$ cat src/hw/rtl/gclk_pkg.sv
// Shared types and constants for the gauge clock controller.
package gclk_pkg;

  localparam int NumButtons = 6;

  // Button bit positions within a sample
  localparam int BtnSecZero = 0;
  localparam int BtnMinUp   = 1;
  localparam int BtnMinDown = 2;
  localparam int BtnHrUp    = 3;
  localparam int BtnHrDown  = 4;
  localparam int BtnMode    = 5;

  // Item kinds carried on the input tuser
  localparam logic ModeTick   = 1'b0;
  localparam logic ModeSample = 1'b1;

  // Configuration register indexes
  localparam int CfgIdxW = 1;
  localparam logic [CfgIdxW-1:0] CfgFirstDelay   = 1'b0;
  localparam logic [CfgIdxW-1:0] CfgRepeatPeriod = 1'b1;

  localparam logic [7:0] FirstDelayReset   = 8'd60;
  localparam logic [7:0] RepeatPeriodReset = 8'd10;

  // Time-of-day limits
  localparam logic [5:0] LastSecond  = 6'd59;
  localparam logic [5:0] LastMinute  = 6'd59;
  localparam logic [7:0] MinuteWrap  = 8'd59;
  localparam logic [3:0] FirstHour   = 4'd1;
  localparam logic [3:0] LastHour    = 4'd12;
  localparam logic [7:0] HourWrap    = 8'd13;

  // Calibration level limits
  localparam logic [7:0] CalibMax  = 8'd240;
  localparam logic [7:0] CalibStep = 8'd4;

  typedef struct packed {
    logic       mode;
    logic [5:0] buttons;
  } item_t;

  typedef struct packed {
    logic       calibrating;
    logic       afternoon;
    logic [7:0] hours_drive;
    logic [7:0] minutes_drive;
    logic [7:0] seconds_drive;
  } result_t;

endpackage

$ cat src/hw/rtl/gclk_repeat.sv
// Per-button auto-repeat: held flags and repeat countdowns for six buttons.
module gclk_repeat (
  input  logic                           clk,
  input  logic                           rst,
  input  logic                           step,
  input  logic [gclk_pkg::NumButtons-1:0] buttons,
  input  logic [7:0]                     first_delay,
  input  logic [7:0]                     period,
  output logic                           fired
);
  import gclk_pkg::*;

  logic [NumButtons-1:0] held;
  logic [NumButtons-1:0] held_next;
  logic [7:0]            countdown      [NumButtons];
  logic [7:0]            countdown_next [NumButtons];
  logic [NumButtons-1:0] fire_lane;

  // Work out each lane's next countdown and whether it fires
  always_comb begin
    for (int i = 0; i < NumButtons; i++) begin
      logic [7:0] dec;
      dec = countdown[i] - 8'd1;
      held_next[i]      = buttons[i];
      countdown_next[i] = countdown[i];
      fire_lane[i]      = 1'b0;
      if (buttons[i] && !held[i]) begin
        countdown_next[i] = first_delay;
        fire_lane[i]      = 1'b1;
      end else if (buttons[i]) begin
        if (dec == 8'd0) begin
          countdown_next[i] = period;
          fire_lane[i]      = 1'b1;
        end else begin
          countdown_next[i] = dec;
        end
      end
    end
  end

  assign fired = |fire_lane;

  // Hold held flags; countdowns need no reset as a fresh press reloads them
  always_ff @(posedge clk) begin
    if (rst) begin
      held <= '0;
    end else if (step) begin
      held <= held_next;
    end
  end

  always_ff @(posedge clk) begin
    if (step) begin
      for (int i = 0; i < NumButtons; i++) begin
        countdown[i] <= countdown_next[i];
      end
    end
  end

endmodule

$ cat src/hw/rtl/gclk_time.sv
// Time-of-day counters, calibration level and gauge drive calculation.
module gclk_time (
  input  logic                            clk,
  input  logic                            rst,
  input  logic                            step,
  input  gclk_pkg::item_t                 item,
  input  logic                            fired,
  output logic                            res_valid,
  output gclk_pkg::result_t               result
);
  import gclk_pkg::*;

  logic [5:0] sec,  sec_next;
  logic [5:0] min,  min_next;
  logic [3:0] hour, hour_next;
  logic       half, half_next;
  logic [7:0] calib, calib_next;

  logic [7:0] min_up, min_dn, hr_up, hr_dn, cal_up, cal_dn;
  logic [5:0] min_plus1;
  logic [7:0] hour_w;
  logic       calib_mode;

  assign calib_mode = item.buttons[BtnMode];
  assign min_up = {2'b00, min} + 8'd1;
  assign min_dn = {2'b00, min} - 8'd1;
  assign hr_up  = {4'b0000, hour} + 8'd1;
  assign hr_dn  = {4'b0000, hour} - 8'd1;
  assign cal_up = calib + CalibStep;
  assign cal_dn = calib - CalibStep;

  // Next state for a tick or a button sample
  always_comb begin
    sec_next   = sec;
    min_next   = min;
    hour_next  = hour;
    half_next  = half;
    calib_next = calib;
    res_valid  = 1'b0;
    if (step && item.mode == ModeTick) begin
      // Advance the clock with carries
      if (sec == LastSecond) begin
        sec_next = '0;
        if (min == LastMinute) begin
          min_next = '0;
          if (hour == LastHour) begin
            hour_next = FirstHour;
            half_next = ~half;
          end else begin
            hour_next = hour + 4'd1;
          end
        end else begin
          min_next = min + 6'd1;
        end
      end else begin
        sec_next = sec + 6'd1;
      end
    end else if (step && calib_mode) begin
      // Step or toggle the shared calibration level
      if (fired) begin
        priority if (item.buttons[BtnSecZero]) begin
          calib_next = (calib != 8'd0) ? 8'd0 : CalibMax;
        end else if (item.buttons[BtnMinDown] || item.buttons[BtnHrDown]) begin
          if (calib == 8'd0) calib_next = CalibMax;
          else calib_next = (cal_dn >= CalibMax) ? 8'd0 : cal_dn;
        end else if (item.buttons[BtnMinUp] || item.buttons[BtnHrUp]) begin
          calib_next = (cal_up >= CalibMax) ? 8'd0 : cal_up;
        end else begin
          calib_next = calib;
        end
      end
      res_valid = (calib_next != calib);
    end else if (step) begin
      // Apply run-mode buttons
      if (fired) begin
        if (item.buttons[BtnSecZero]) sec_next = '0;
        if (item.buttons[BtnMinUp]) begin
          min_next = (min_up >= MinuteWrap) ? 6'd0 : min_up[5:0];
        end else if (item.buttons[BtnMinDown]) begin
          if (min == 6'd0) min_next = LastMinute;
          else min_next = (min_dn >= MinuteWrap) ? 6'd0 : min_dn[5:0];
        end
        if (item.buttons[BtnHrUp]) begin
          hour_next = (hr_up >= HourWrap) ? FirstHour : hr_up[3:0];
        end else if (item.buttons[BtnHrDown]) begin
          if (hour == FirstHour) hour_next = LastHour;
          else hour_next = (hr_dn >= HourWrap) ? FirstHour : hr_dn[3:0];
        end
      end
      res_valid = 1'b1;
    end
  end

  // Form gauge drives from the updated state
  assign min_plus1 = min_next + 6'd1;
  assign hour_w    = {4'b0000, hour_next};

  always_comb begin
    result.afternoon   = half_next;
    result.calibrating = calib_mode;
    if (calib_mode) begin
      result.seconds_drive = calib_next;
      result.minutes_drive = calib_next;
      result.hours_drive   = calib_next;
    end else begin
      result.seconds_drive = {sec_next, 2'b00};
      result.minutes_drive = {min_plus1, 2'b00};
      result.hours_drive   = (hour_w << 4) + (hour_w << 2);
    end
  end

  always_ff @(posedge clk) begin
    if (rst) begin
      sec   <= '0;
      min   <= '0;
      hour  <= FirstHour;
      half  <= 1'b0;
      calib <= '0;
    end else begin
      sec   <= sec_next;
      min   <= min_next;
      hour  <= hour_next;
      half  <= half_next;
      calib <= calib_next;
    end
  end

endmodule

$ cat src/hw/rtl/gauge_clock_controller.sv
// Gauge clock controller top level: input register, update logic, result register.
// A result beat is registered in the input register and then in the result
// register; a tick or an unchanged level gives none.
// Throughput: one beat per cycle; the input register feeds the clock and
// auto-repeat update combinationally, so only a stalled result holds input.
// Reset (rst, synchronous): time 1:00:00 am, calibration 0, all buttons
// released, repeat delay 60 and period 10, both registers empty.
module gauge_clock_controller (
  input  logic                           clk,
  input  logic                           rst,
  input  logic                           s_axis_tvalid,
  output logic                           s_axis_tready,
  input  logic [7:0]                     s_axis_tdata,  // [5:0] buttons
  input  logic                           s_axis_tuser,  // [0] mode
  output logic                           m_axis_tvalid,
  input  logic                           m_axis_tready,
  output logic [31:0]                    m_axis_tdata,  // [7:0] seconds_drive,
                                                        // [15:8] minutes_drive,
                                                        // [23:16] hours_drive,
                                                        // [24] afternoon
  output logic                           m_axis_tuser,  // [0] calibrating
  input  logic                           cfg_we,
  input  logic [gclk_pkg::CfgIdxW-1:0]   cfg_addr,
  input  logic [7:0]                     cfg_data
);
  import gclk_pkg::*;

  logic       s1_valid;
  item_t      s1_item;
  logic       s1_adv;
  logic       in_beat;
  logic [7:0] first_delay;
  logic [7:0] period;
  logic       step;
  logic       sample_step;
  logic       fired;
  logic       res_valid;
  result_t    res;
  result_t    out_res;

  // Configuration registers
  always_ff @(posedge clk) begin
    if (rst) begin
      first_delay <= FirstDelayReset;
      period      <= RepeatPeriodReset;
    end else if (cfg_we) begin
      unique case (cfg_addr)
        CfgFirstDelay:   first_delay <= cfg_data;
        CfgRepeatPeriod: period      <= cfg_data;
        default: ;
      endcase
    end
  end

  // Input register advances whenever the result register can take a beat
  assign s1_adv        = s1_valid && (!m_axis_tvalid || m_axis_tready);
  assign s_axis_tready = !s1_valid || s1_adv;
  assign in_beat       = s_axis_tvalid && s_axis_tready;
  assign step          = s1_adv;
  assign sample_step   = s1_adv && (s1_item.mode == ModeSample);

  always_ff @(posedge clk) begin
    if (rst) begin
      s1_valid <= 1'b0;
    end else if (in_beat) begin
      s1_valid <= 1'b1;
    end else if (s1_adv) begin
      s1_valid <= 1'b0;
    end
  end

  always_ff @(posedge clk) begin
    if (in_beat) begin
      s1_item.mode    <= s_axis_tuser;
      s1_item.buttons <= s_axis_tdata[NumButtons-1:0];
    end
  end

  gclk_repeat u_repeat (
    .clk         (clk),
    .rst         (rst),
    .step        (sample_step),
    .buttons     (s1_item.buttons),
    .first_delay (first_delay),
    .period      (period),
    .fired       (fired)
  );

  gclk_time u_time (
    .clk       (clk),
    .rst       (rst),
    .step      (step),
    .item      (s1_item),
    .fired     (fired),
    .res_valid (res_valid),
    .result    (res)
  );

  // Result register: load a new beat or drop the one taken
  always_ff @(posedge clk) begin
    if (rst) begin
      m_axis_tvalid <= 1'b0;
    end else if (s1_adv && res_valid) begin
      m_axis_tvalid <= 1'b1;
    end else if (m_axis_tready) begin
      m_axis_tvalid <= 1'b0;
    end
  end

  always_ff @(posedge clk) begin
    if (s1_adv && res_valid) begin
      out_res <= res;
    end
  end

  assign m_axis_tdata = {7'b0000000, out_res.afternoon, out_res.hours_drive,
                         out_res.minutes_drive, out_res.seconds_drive};
  assign m_axis_tuser = out_res.calibrating;

  // A calibration result drives all three gauges alike
  assert property (@(posedge clk) disable iff (rst)
    m_axis_tvalid && m_axis_tuser |->
      m_axis_tdata[7:0] == m_axis_tdata[15:8] &&
      m_axis_tdata[15:8] == m_axis_tdata[23:16])
    else $error("calibration drives differ");

  // Drives never exceed full scale
  assert property (@(posedge clk) disable iff (rst)
    m_axis_tvalid |->
      m_axis_tdata[7:0] <= CalibMax && m_axis_tdata[15:8] <= CalibMax &&
      m_axis_tdata[23:16] <= CalibMax)
    else $error("gauge drive above full scale");

  // A run result always shows nonzero hour and minute drives
  assert property (@(posedge clk) disable iff (rst)
    m_axis_tvalid && !m_axis_tuser |->
      m_axis_tdata[23:16] != 8'd0 && m_axis_tdata[15:8] != 8'd0)
    else $error("run result with zero hour or minute drive");

  // A tick never produces a result beat
  assert property (@(posedge clk) disable iff (rst)
    s1_adv && s1_item.mode == ModeTick |-> !res_valid)
    else $error("tick produced a result");

endmodule
$ cat config.mk
export PLATFORM = sky130hd
export DESIGN_NAME = gauge_clock_controller
export DESIGN_NICKNAME = d
export VERILOG_FILES = /design/src/hw/rtl/gclk_pkg.sv /design/src/hw/rtl/gclk_repeat.sv /design/src/hw/rtl/gclk_time.sv /design/src/hw/rtl/gauge_clock_controller.sv
export SDC_FILE = /design/constraint.sdc
export NUM_CORES = 1
export LEC_CHECK = 0
export BUFFER_PORTS_ARGS = -buffer_cell sky130_fd_sc_hd__buf_4
export CORE_AREA = 4 4 150 152
export CTS_BUF_LIST = sky130_fd_sc_hd__clkbuf_2 sky130_fd_sc_hd__clkbuf_4 sky130_fd_sc_hd__clkbuf_8
export CTS_CLUSTER_DIAMETER = 60
export DETAILED_ROUTE_END_ITERATION = 6
export DIE_AREA = 0 0 154 156
export GPL_TIMING_DRIVEN = 0
export PLACE_DENSITY = 0.7
export SETUP_SLACK_MARGIN = 0.05
export SLEW_MARGIN = 5
export SYNTH_ARGS = -nofsm -noshare
export SYNTH_HDL_FRONTEND = slang
export SYNTH_SLANG_ARGS = --single-unit
$ cat constraint.sdc
create_clock -name clk -period 5 [get_ports clk]
set_input_delay 0.5 -clock clk [delete_from_list [all_inputs] [get_ports clk]]
set_output_delay 0.5 -clock clk [all_outputs]
set_load 0.05 [all_outputs]
# Word-level counts from Yosys, hierarchy flattened
# Memory sizes are Yosys's and may differ from the RTL's.
# Index checks and enable logic that the tools add are counted.
dict set report totals {
  word_cells 179
  regBits 80
  mem_count 1
  ram_bits 48
  out_inout_bits 35
  input_bits 23
}
# memory words word_bits rd rd_ports_with_merged_regs write_ports line
set mem_list {}
lappend mem_list {u_repeat.countdown 6 8 6 0 6 gclk_repeat.sv:15} ;# logic [7:0] countdown [NumButtons];
dict set report classes {
  addsub 17
  eq_ne 5
  order_cmp 6
  bitwise_logic 3
  muxes 91
  n_reduce_logical 38
}
# operator count
set ops {}
lappend ops {{$mux 8} 30}
lappend ops {{$mux 6} 17}
lappend ops {{$logic_not 8->1} 7}
lappend ops {{$mux 4} 12}
lappend ops {{$sub 8x1->8 const B} 6}
lappend ops {{$mux 1} 31}
lappend ops {{$mux 24} 1}
lappend ops {{$add 6x1->6 const B} 3}
lappend ops {{$ge 8x4->1 const B} 2}
lappend ops {{$ge 8x6->1 const B} 2}
lappend ops {{$ge 8x8->1 const B} 2}
lappend ops {{$eq 6x6->1 const B} 2}
lappend ops {{$logic_and 1x1->1} 12}
lappend ops {{$add 8x3->8 const B} 1}
lappend ops {{$add 8x6->8} 1}
lappend ops {{$logic_not 1->1} 8}
lappend ops {{$ne 8x8->1} 1}
lappend ops {{$reduce_bool 8->1} 1}
lappend ops {{$sub 8x3->8 const B} 1}
lappend ops {{$add 6x1->7 const B} 1}
lappend ops {{$sub 6x1->7 const B} 1}
lappend ops {{$logic_not 6->1} 1}
lappend ops {{$reduce_or 6->1} 1}
lappend ops {{$add 4x1->5 const B} 1}
lappend ops {{other kinds (8)} 15}

# Logic depth before layout (Yosys ltp)
# Gate-level depths: netlist of the first run.
# An unclocked memory read counts as a cell.
dict set report depth {
  ltp_word 15
  ltp_mapped 17
  depth_no_buf 16
}

# By module
# Synthesis of the first run repeated with hierarchy kept, for this count alone.
dict set report hier_totals {
  cells_unflattened 1010
  hier_area_um2 8996.1
}
# module area_each_um2 n_inst cells_each seq_area_each_um2
set by_module_without_submodules {}
lappend by_module_without_submodules {gclk_repeat 3628.5 1 384 1561.5}
lappend by_module_without_submodules {gclk_time 3547.2 1 505 500.5}
lappend by_module_without_submodules {gauge_clock_controller 1820.5 1 121 1351.3}

# Least setup slack after synthesis of the first run
# OpenSTA, ideal clock, no wires.
dict set report synth_path {
  kind {flip-flop to flip-flop}
  start {memory u_repeat.countdown[2][0]}
  end {register out_res (netlist bit m_axis_tdata[10]) (enable)}
  period_less_slack_ns 4.737
  setup_slack_ns 0.263
  t_required_ns 4.559
  path_stages_with_launch 11
  arrival_ns 4.296
  setup_ns 0.441
  n_path_buf 1
  path_cell_list {edfxtp_1 -> inv_1 -> ha_1 -> nor4b_1 -> xnor2_1 -> a21oi_1 -> nor3b_2 -> and2_1 -> buf_1 -> nor2_1 -> a221oi_1}
}
# element line
set synth_lines {}
lappend synth_lines {{start: declaration} gclk_repeat.sv:15}
lappend synth_lines {{end signal: assignment} gauge_clock_controller.sv:112} ;# out_res <= res;
lappend synth_lines {{end: declaration} gauge_clock_controller.sv:39} ;# result_t out_res;

==> results of run 1 <==
[cell usage in the layout (no fill, tap or decap), types with 18 or more instances in the layout]
cell type and n:
a21oi_1 117, buf_4 59, clkbuf_1 47, dfxtp_1 49, edfxtp_1 77, ha_1 26
inv_1 49, mux2i_1 21, nand2_1 113, nor2_1 118, nor2b_1 18, nor3_1 35
o21ai_0 35, xnor2_1 21, xor2_1 24
[path summary, 6_finish.rpt]
kind	from	endpoint	slack, ns
setup / recovery	u_repeat.countdown[2][0]$_DFFE_PP_	m_axis_tdata[23]$_DFFE_PP_	0.44
hold / removal	s_axis_tdata[3]	s1_item[3]$_DFFE_PP_	0.21
setup reg to reg	u_repeat.countdown[2][0]$_DFFE_PP_	m_axis_tdata[23]$_DFFE_PP_	0.44
hold reg to reg	u_repeat.held[3]$_SDFFE_PP0P_	u_repeat.held[3]$_SDFFE_PP0P_	0.45
[area by class of cell]
type | instances | area, um^2
fillers | 2003 | 11500
inverters | 49 | 184
plain buffers | 63 | 278
flip-flops and latches | 126 | 3290
clock buffers | 19 | 249
multi-input cells | 750 | 4620
repair buffers | 49 | 375
well taps | 275 | 344
clock inverters | 13 | 214
[layer usage]
metal / wire (um) / vias up / share of wire
met2: 10700 / 329 / 0.46
met5: 0 / - / 0
met4: 390 / 0 / 0.017
met3: 1590 / 37 / 0.069
li1: - / 3652 / -
met1: 10400 / 3561 / 0.45
[cells in the mapped netlist (all sizes together) (4+ instances only)]
cell / number / area, um^2
nor2: 118 / 443
a21oi: 117 / 586
nand2: 113 / 424
edfxtp: 77 / 2310
dfxtp: 49 / 981
inv: 49 / 184
clkbuf: 47 / 176
o21ai: 43 / 241
nor3: 36 / 185
ha: 26 / 325
xor2: 24 / 210
mux2i: 21 / 210
xnor2: 21 / 184
nor2b: 18 / 113
nand3: 17 / 85.1
buf: 16 / 101
a31oi: 14 / 87.6
nand2b: 13 / 81.3
nand3b: 11 / 82.6
a211oi: 9 / 72.6
and3: 9 / 56.3
o211ai: 9 / 67.6
o21a: 9 / 67.6
a21boi: 8 / 60.1
a22oi: 8 / 60.1
and2: 7 / 43.8
nor4: 6 / 65.1
nor4b: 6 / 67.6
a2bb2oi: 5 / 56.3
o31ai: 5 / 37.5
a221oi: 4 / 52.6
nand4: 4 / 25.0
nor3b: 4 / 35.0
o221ai: 4 / 35.0
or2: 4 / 25.0
or3: 4 / 25.0
[sequential cells by signal, summed over array words and instances, names as in the netlist]
register / flops
m_axis_tvalid: 1
u_time.calib: 8
period: 8
m_axis_tdata: 21
u_time.half: 1
u_repeat.held: 6
s1_valid: 1
u_time.sec: 6
u_time.hour: 4
first_delay: 8
s1_item: 7
m_axis_tuser: 1
u_time.min: 6
u_repeat.countdown: 48
[power groups by stage]
stage	combinational (mW)	sequential, mW	clock [mW]
floorplan	0.221	1.21	0
global placement	0.324	1.20	0
detailed placement	0.331	1.20	0
CTS	0.334	1.18	1.06
global route	0.372	1.18	1.11
finish	0.340	1.18	1.04
[metrics by stage]
stage           util  hold slack [ns]  setup WS (ns)  setup TNS [ns]
5_1_grt        0.455            0.189          0.100               0
4_1_cts        0.454            0.196          0.139               0
6_report       0.455            0.210          0.445               0
3_5_place_dp   0.432            0.442          0.173               0
3_3_place_gp   0.430            0.437          -1.54          -35.44
2_1_floorplan      -            0.431          0.263               0
[logic make-up (layout without fill, tap and decap cells)]
kind of cell	after synthesis	count (layout)
simple gates	379	379
xor+xnor	45	45
other cells	1	7
flops	126	126
buf+inv	112	193
fa+ha+maj	28	28
mux	23	23
compound gates	268	268
[worst reg2reg max path, delay by kind of cell (launching register included)]
family	cells	cell delay, ns
xor gates and xnor gates	2	0.33
buffers and inverters	2	0.61
adders and majority gates	2	0.54
AOI/OAI and AO/OA	7	1.21
and+or+nand+nor	4	1.14
DFF	1	0.44
==> flow_summary.toml, run 1 <==
[clocking]
cts_resized = 0
cts_hold_buf = 0
path_clk_slew_ns = 0.08
h-tree-depth = 4
clock-sinks = 126
clock_latency_ns = 0.46
cts_root_buf = "clkbuf_8"
cts_buffers = 17
cts_tree = "built"
clk_path_buf_depth = 2
postCtsSetupBuffers = 0

[run]
cap_violations = 0

[global_routing]
busiest_layer = "met2"
use_met1 = 0.267
gr-usage-all-layers = 0.188
gr-total-overflow = 0
antenna_found_initial = 0
grt_pass1_vias = 6979
grt_max_degree = 19
use_met2 = 0.295
grt_pass1_wl_um = 36600
use_met3 = 0.0322

[setup_path]
critical_path_class = "flip-flop to flip-flop"
cp_max_fo = 9
rr_worst_depth = 17
cp.required_ns = 5.18
path_buf_inv = 2
cp.depth = 17
timing.critical_path.mode_cell = "a21oi_1"
endpoint_kind = "flip-flop"
slowest_delay_ns = 0.48
path_delay_family = "compound AO/OA/AOI/OAI gates"
cp-start-kind = "flip-flop"
crit_chain = "inv_1 > ha_1 > nor4b_2 > xnor2_1 > a21oi_1 > nor3b_4 > and2_1 > buf_1 > o21ai_2 > nor2_1 > a21oi_1 > a21oi_1 > ha_1 > o21a_1 > o211ai_1 > xor2_1 > a21oi_1"
crit_path_top_delay_cell = "buf_1"
cp_data_arrival_time_ns = 4.74

[power]
power_mw = 2.57
powerDensity_nw_per_um2 = 269
p_switching_mw = 0.700
power_switching_share = 0.273
p_int_mw = 1.87
peakVddDrop_v = 0.000198
power.leakage_nw = 3.65
combPwrFrac = 0.132
power_frac_clock = 0.407
seqPwrFrac = 0.460

[yosys]
synth_cell_type_count = 83
synthCells = 982
syn_avg_cell_area_um2 = 8.47
synth_compound_area_frac = 0.209
ys.flop_type = "edfxtp_1"
async_reset_ff_frac = 0
synth-edff-count = 77
synth_top_family_by_area = "simple AND/OR/NAND/NOR gates"
yosys_warnings = 0
yosys.area_share.adder = 0.0427
synth_area_um2 = 8320
muxShareOfSynthArea = 0.0280
synthXorXnorAreaFrac = 0.0474
ys_seq_area_frac = 0.396
yosys.area_share.simple = 0.221
synth_seq_cells = 126

[layout]
final-instance-count-excl-fill = 1344
area_growth_pct = 14.8
drive_above_1_share = 0.113
finalNetCount = 1106
n_antenna_cell = 0
stdcell_area_um2 = 9560

[timing]
slew_headroom = 0.240
drv_slew = 0
worst_slew_pin_slew_ns = 1.13
fmax_mhz = 220
period_minus_slack_ns = 4.56
hold_violations = 0
period_share = 0.911
rsz0062_at_grt = "no"
setup_viol = 0
skew_ns = 0.0146

[routing]
drc = 0
wl_per_cell_um = 17.1
drt_wl_total_um = 23000
drt-initial-drc-count = 796
drtPass1Iterations = 6
viasPerCell = 5.64
postRouteAntennaNets = 0
vias = 7579

[worst_hold_path]
whs_path_depth = 1
hold_class = "primary input to flip-flop"

[die]
design.core.area_um2 = 21000
die_w_um = 154
die_area_um2 = 24000
initial_core_util = 0.396
placementRows = 53
die_h_um = 156
io_pins = 58

[placed_design]
placed_area_um2 = 9080
place.gp.congestion = 0.963
dpl.cell_count = 1312
port_buffers = 48
dpl.hpwl_um = 16400

[status]
run_status = "finished, final reports clean"
No activity file was read; power rests on OpenSTA's default activity.
==> run 2: changes to the inputs <==
--- a/config.mk
+++ b/config.mk
@@ -13,6 +13,7 @@
 export DIE_AREA = 0 0 154 156
 export GPL_TIMING_DRIVEN = 0
 export PLACE_DENSITY = 0.7
+export RECOVER_POWER = 25
 export SETUP_SLACK_MARGIN = 0.05
 export SLEW_MARGIN = 5
 export SYNTH_ARGS = -nofsm -noshare
==> run 2 against run 1 <==
- sequential power hardly changed
- cell count unchanged
- clock power barely moved
- first-iteration DRC count decreased by 3.4%
- die area unchanged
- hold slack improved by 0.020 ns
- sequential cell count stayed put
- largest power group unchanged
- utilization shrank 0.38 points
- register-to-register slack improved by 0.03 ns
- maximum frequency is 0.68% higher
- via count increased by 0.29%
- critical endpoint unchanged
- highest routed layer unchanged
- design area decreased by 0.82%
==> flow_summary.toml, run 2 (synthesis results as in run 1) <==
[clocking]
cts_hold_buf = 0
cts_root_buf = "clkbuf_8"
clock-sinks = 126
clk_path_buf_depth = 2
path_clk_slew_ns = 0.08
cts_buffers = 17
cts_tree = "built"
clock_latency_ns = 0.47
h-tree-depth = 4

[global_routing]
grt_max_degree = 19
antenna_found_initial = 0
grt_pass1_vias = 6979
gr-total-overflow = 0
grt_pass1_wl_um = 36600
gr-usage-all-layers = 0.188

[routing]
vias = 7601
drc = 0
drt_wl_total_um = 22900
postRouteAntennaNets = 0
drtPass1Iterations = 6
drt-initial-drc-count = 769
viasPerCell = 5.66
wl_per_cell_um = 17.1

[timing]
skew_ns = 0.0144
hold_violations = 0
fmax_mhz = 221
rsz0062_at_grt = "no"
slew_headroom = 0.230
period_minus_slack_ns = 4.52
worst_slew_pin_slew_ns = 1.15
period_share = 0.905
setup_viol = 0
whs_ns = 0.230
drv_slew = 0

[setup_path]
cp_data_arrival_time_ns = 4.71
cp-start-kind = "flip-flop"
endpoint_kind = "flip-flop"
crit_start = "u_repeat.countdown[2][0]$_DFFE_PP_"
slowest_delay_ns = 0.47
crit_chain = "inv_1 > ha_1 > nor4b_2 > xnor2_1 > a21oi_1 > nor3b_4 > and2_1 > buf_1 > o21ai_2 > nor2_1 > a21oi_1 > a21oi_1 > ha_1 > o21a_1 > o211ai_1 > xor2_1 > a21oi_1"
timing.critical_path.mode_cell = "a21oi_1"
r2r_start = "u_repeat.countdown[2][0]$_DFFE_PP_"
cp_max_fo = 9
critical_path_class = "flip-flop to flip-flop"
cp.required_ns = 5.19
crit_end = "m_axis_tdata[23]$_DFFE_PP_"
crit_path_top_delay_cell = "buf_1"
r2r_setup_slack_ns = 0.48
r2r-end = "m_axis_tdata[23]$_DFFE_PP_"
rr_worst_depth = 17

[die]
die_w_um = 154
design.core.area_um2 = 21000
io_pins = 58
die_h_um = 156
die_area_um2 = 24000
placementRows = 53
initial_core_util = 0.396

[layout]
mostFrequentLayoutCells = "118 x nor2_1, 117 x a21oi_1, 113 x nand2_1"
largest_register = "u_repeat.countdown"
drive_above_1_share = 0.0935
finalNetCount = 1106
n_antenna_cell = 0
largest_register_ffs = 48
reg_top3 = "u_repeat.countdown: 48 flops, m_axis_tdata: 21 flops"
final_common_cell = "nor2_1"
area_growth_pct = 13.9
fill_cells = 2023

[power]
combPwrFrac = 0.130
power_mw = 2.56
peakVddDrop_v = 0.000196
powerDensity_nw_per_um2 = 270
p_int_mw = 1.86
power_frac_clock = 0.409
seqPwrFrac = 0.461
power_switching_share = 0.274
power.leakage_nw = 3.57
p_switching_mw = 0.701

[status]
run_status = "finished, final reports clean"

[worst_hold_path]
whs_path_depth = 1
hold_class = "primary input to flip-flop"

[placed_design]
port_buffers = 48
dpl.hpwl_um = 16400
place.gp.congestion = 0.963

[run]
cap_violations = 0
-- run 2: cell types whose count changed in the layout (fill, tap and decap cells not counted) --
cell      change
buf_4        -29
clkbuf_1     +22
clkbuf_4      +8
and2_0        +2
and2_1        -2
buf_1         -1
-- run 2: area by class of cell --
class / count / area [um^2] / share of cell area
multi-input cells: 750 / 4620 / 0.487
clock inverters: 13 / 214 / 0.0226
repair buffers: 49 / 297 / 0.0313
plain buffers: 63 / 278 / 0.0293
flip-flops and latches: 126 / 3290 / 0.347
clock buffers: 19 / 249 / 0.0263
inverters: 49 / 184 / 0.0194
well taps: 275 / 344 / 0.0363
-- run 2: how the worst min path moves through the flow --
stage	start	slack, ns	end
after detailed placement	u_repeat.held[2]$_SDFFE_PP0P_	0.44	u_repeat.held[2]$_SDFFE_PP0P_
after global placement	u_repeat.held[2]$_SDFFE_PP0P_	0.44	u_repeat.held[2]$_SDFFE_PP0P_
final	s_axis_tdata[5]	0.23	s1_item[5]$_DFFE_PP_
after global routing	s_axis_tdata[4]	0.21	s1_item[4]$_DFFE_PP_
after CTS	s_axis_tdata[5]	0.20	s1_item[5]$_DFFE_PP_
after floorplan	u_repeat.held[0]$_SDFFE_PP0P_	0.43	u_repeat.held[0]$_SDFFE_PP0P_
-- run 2: critical path, delay by kind of cell, from the launching register on --
kind / cells / cell delay [ns]
buf+inv: 2 / 0.60
xor+xnor: 2 / 0.33
compound gates: 7 / 1.19
flops: 1 / 0.44
simple gates: 4 / 1.14
fa+ha+maj: 2 / 0.53
-- run 2: timing repair --
action / in CTS / in global routing
buffers inserted: 0 / 0
resized for setup: 0 / 2
setup endpoints to repair: 0 / 3
-- run 2: metal layers --
metal	part of all wire	vias up	global-route usage
li1	-	3659	-
met1	0.45	3546	0.267
met2	0.46	349	0.295
met3	0.072	47	0.0322
met4	0.019	0	0.0547
met5	0	-	0
-- run 2: power groups by stage --
stage | Sequential, mW | Clock, mW | Combinational, mW
final | 1.18 | 1.05 | 0.333
after global routing | 1.18 | 1.11 | 0.366
after CTS | 1.18 | 1.06 | 0.334
after detailed placement | 1.20 | 0 | 0.331
after global placement | 1.20 | 0 | 0.324
after floorplan | 1.21 | 0 | 0.221
-- run 2: per-stage QoR --
stage | cells | instance area [um^2] | setup slack, ns | TNS, ns | util
final | 1344 | 9480 | 0.475 | 0 | 0.451
after detailed placement | 1312 | 9080 | 0.173 | 0 | 0.432
after global placement | 1311 | 9050 | -1.54 | -35.44 | 0.430
after floorplan | 988 | 8340 | 0.263 | 0 | -
after CTS | 1344 | 9540 | 0.139 | 0 | 0.454
after global routing | 1344 | 9480 | 0.100 | 0 | 0.451
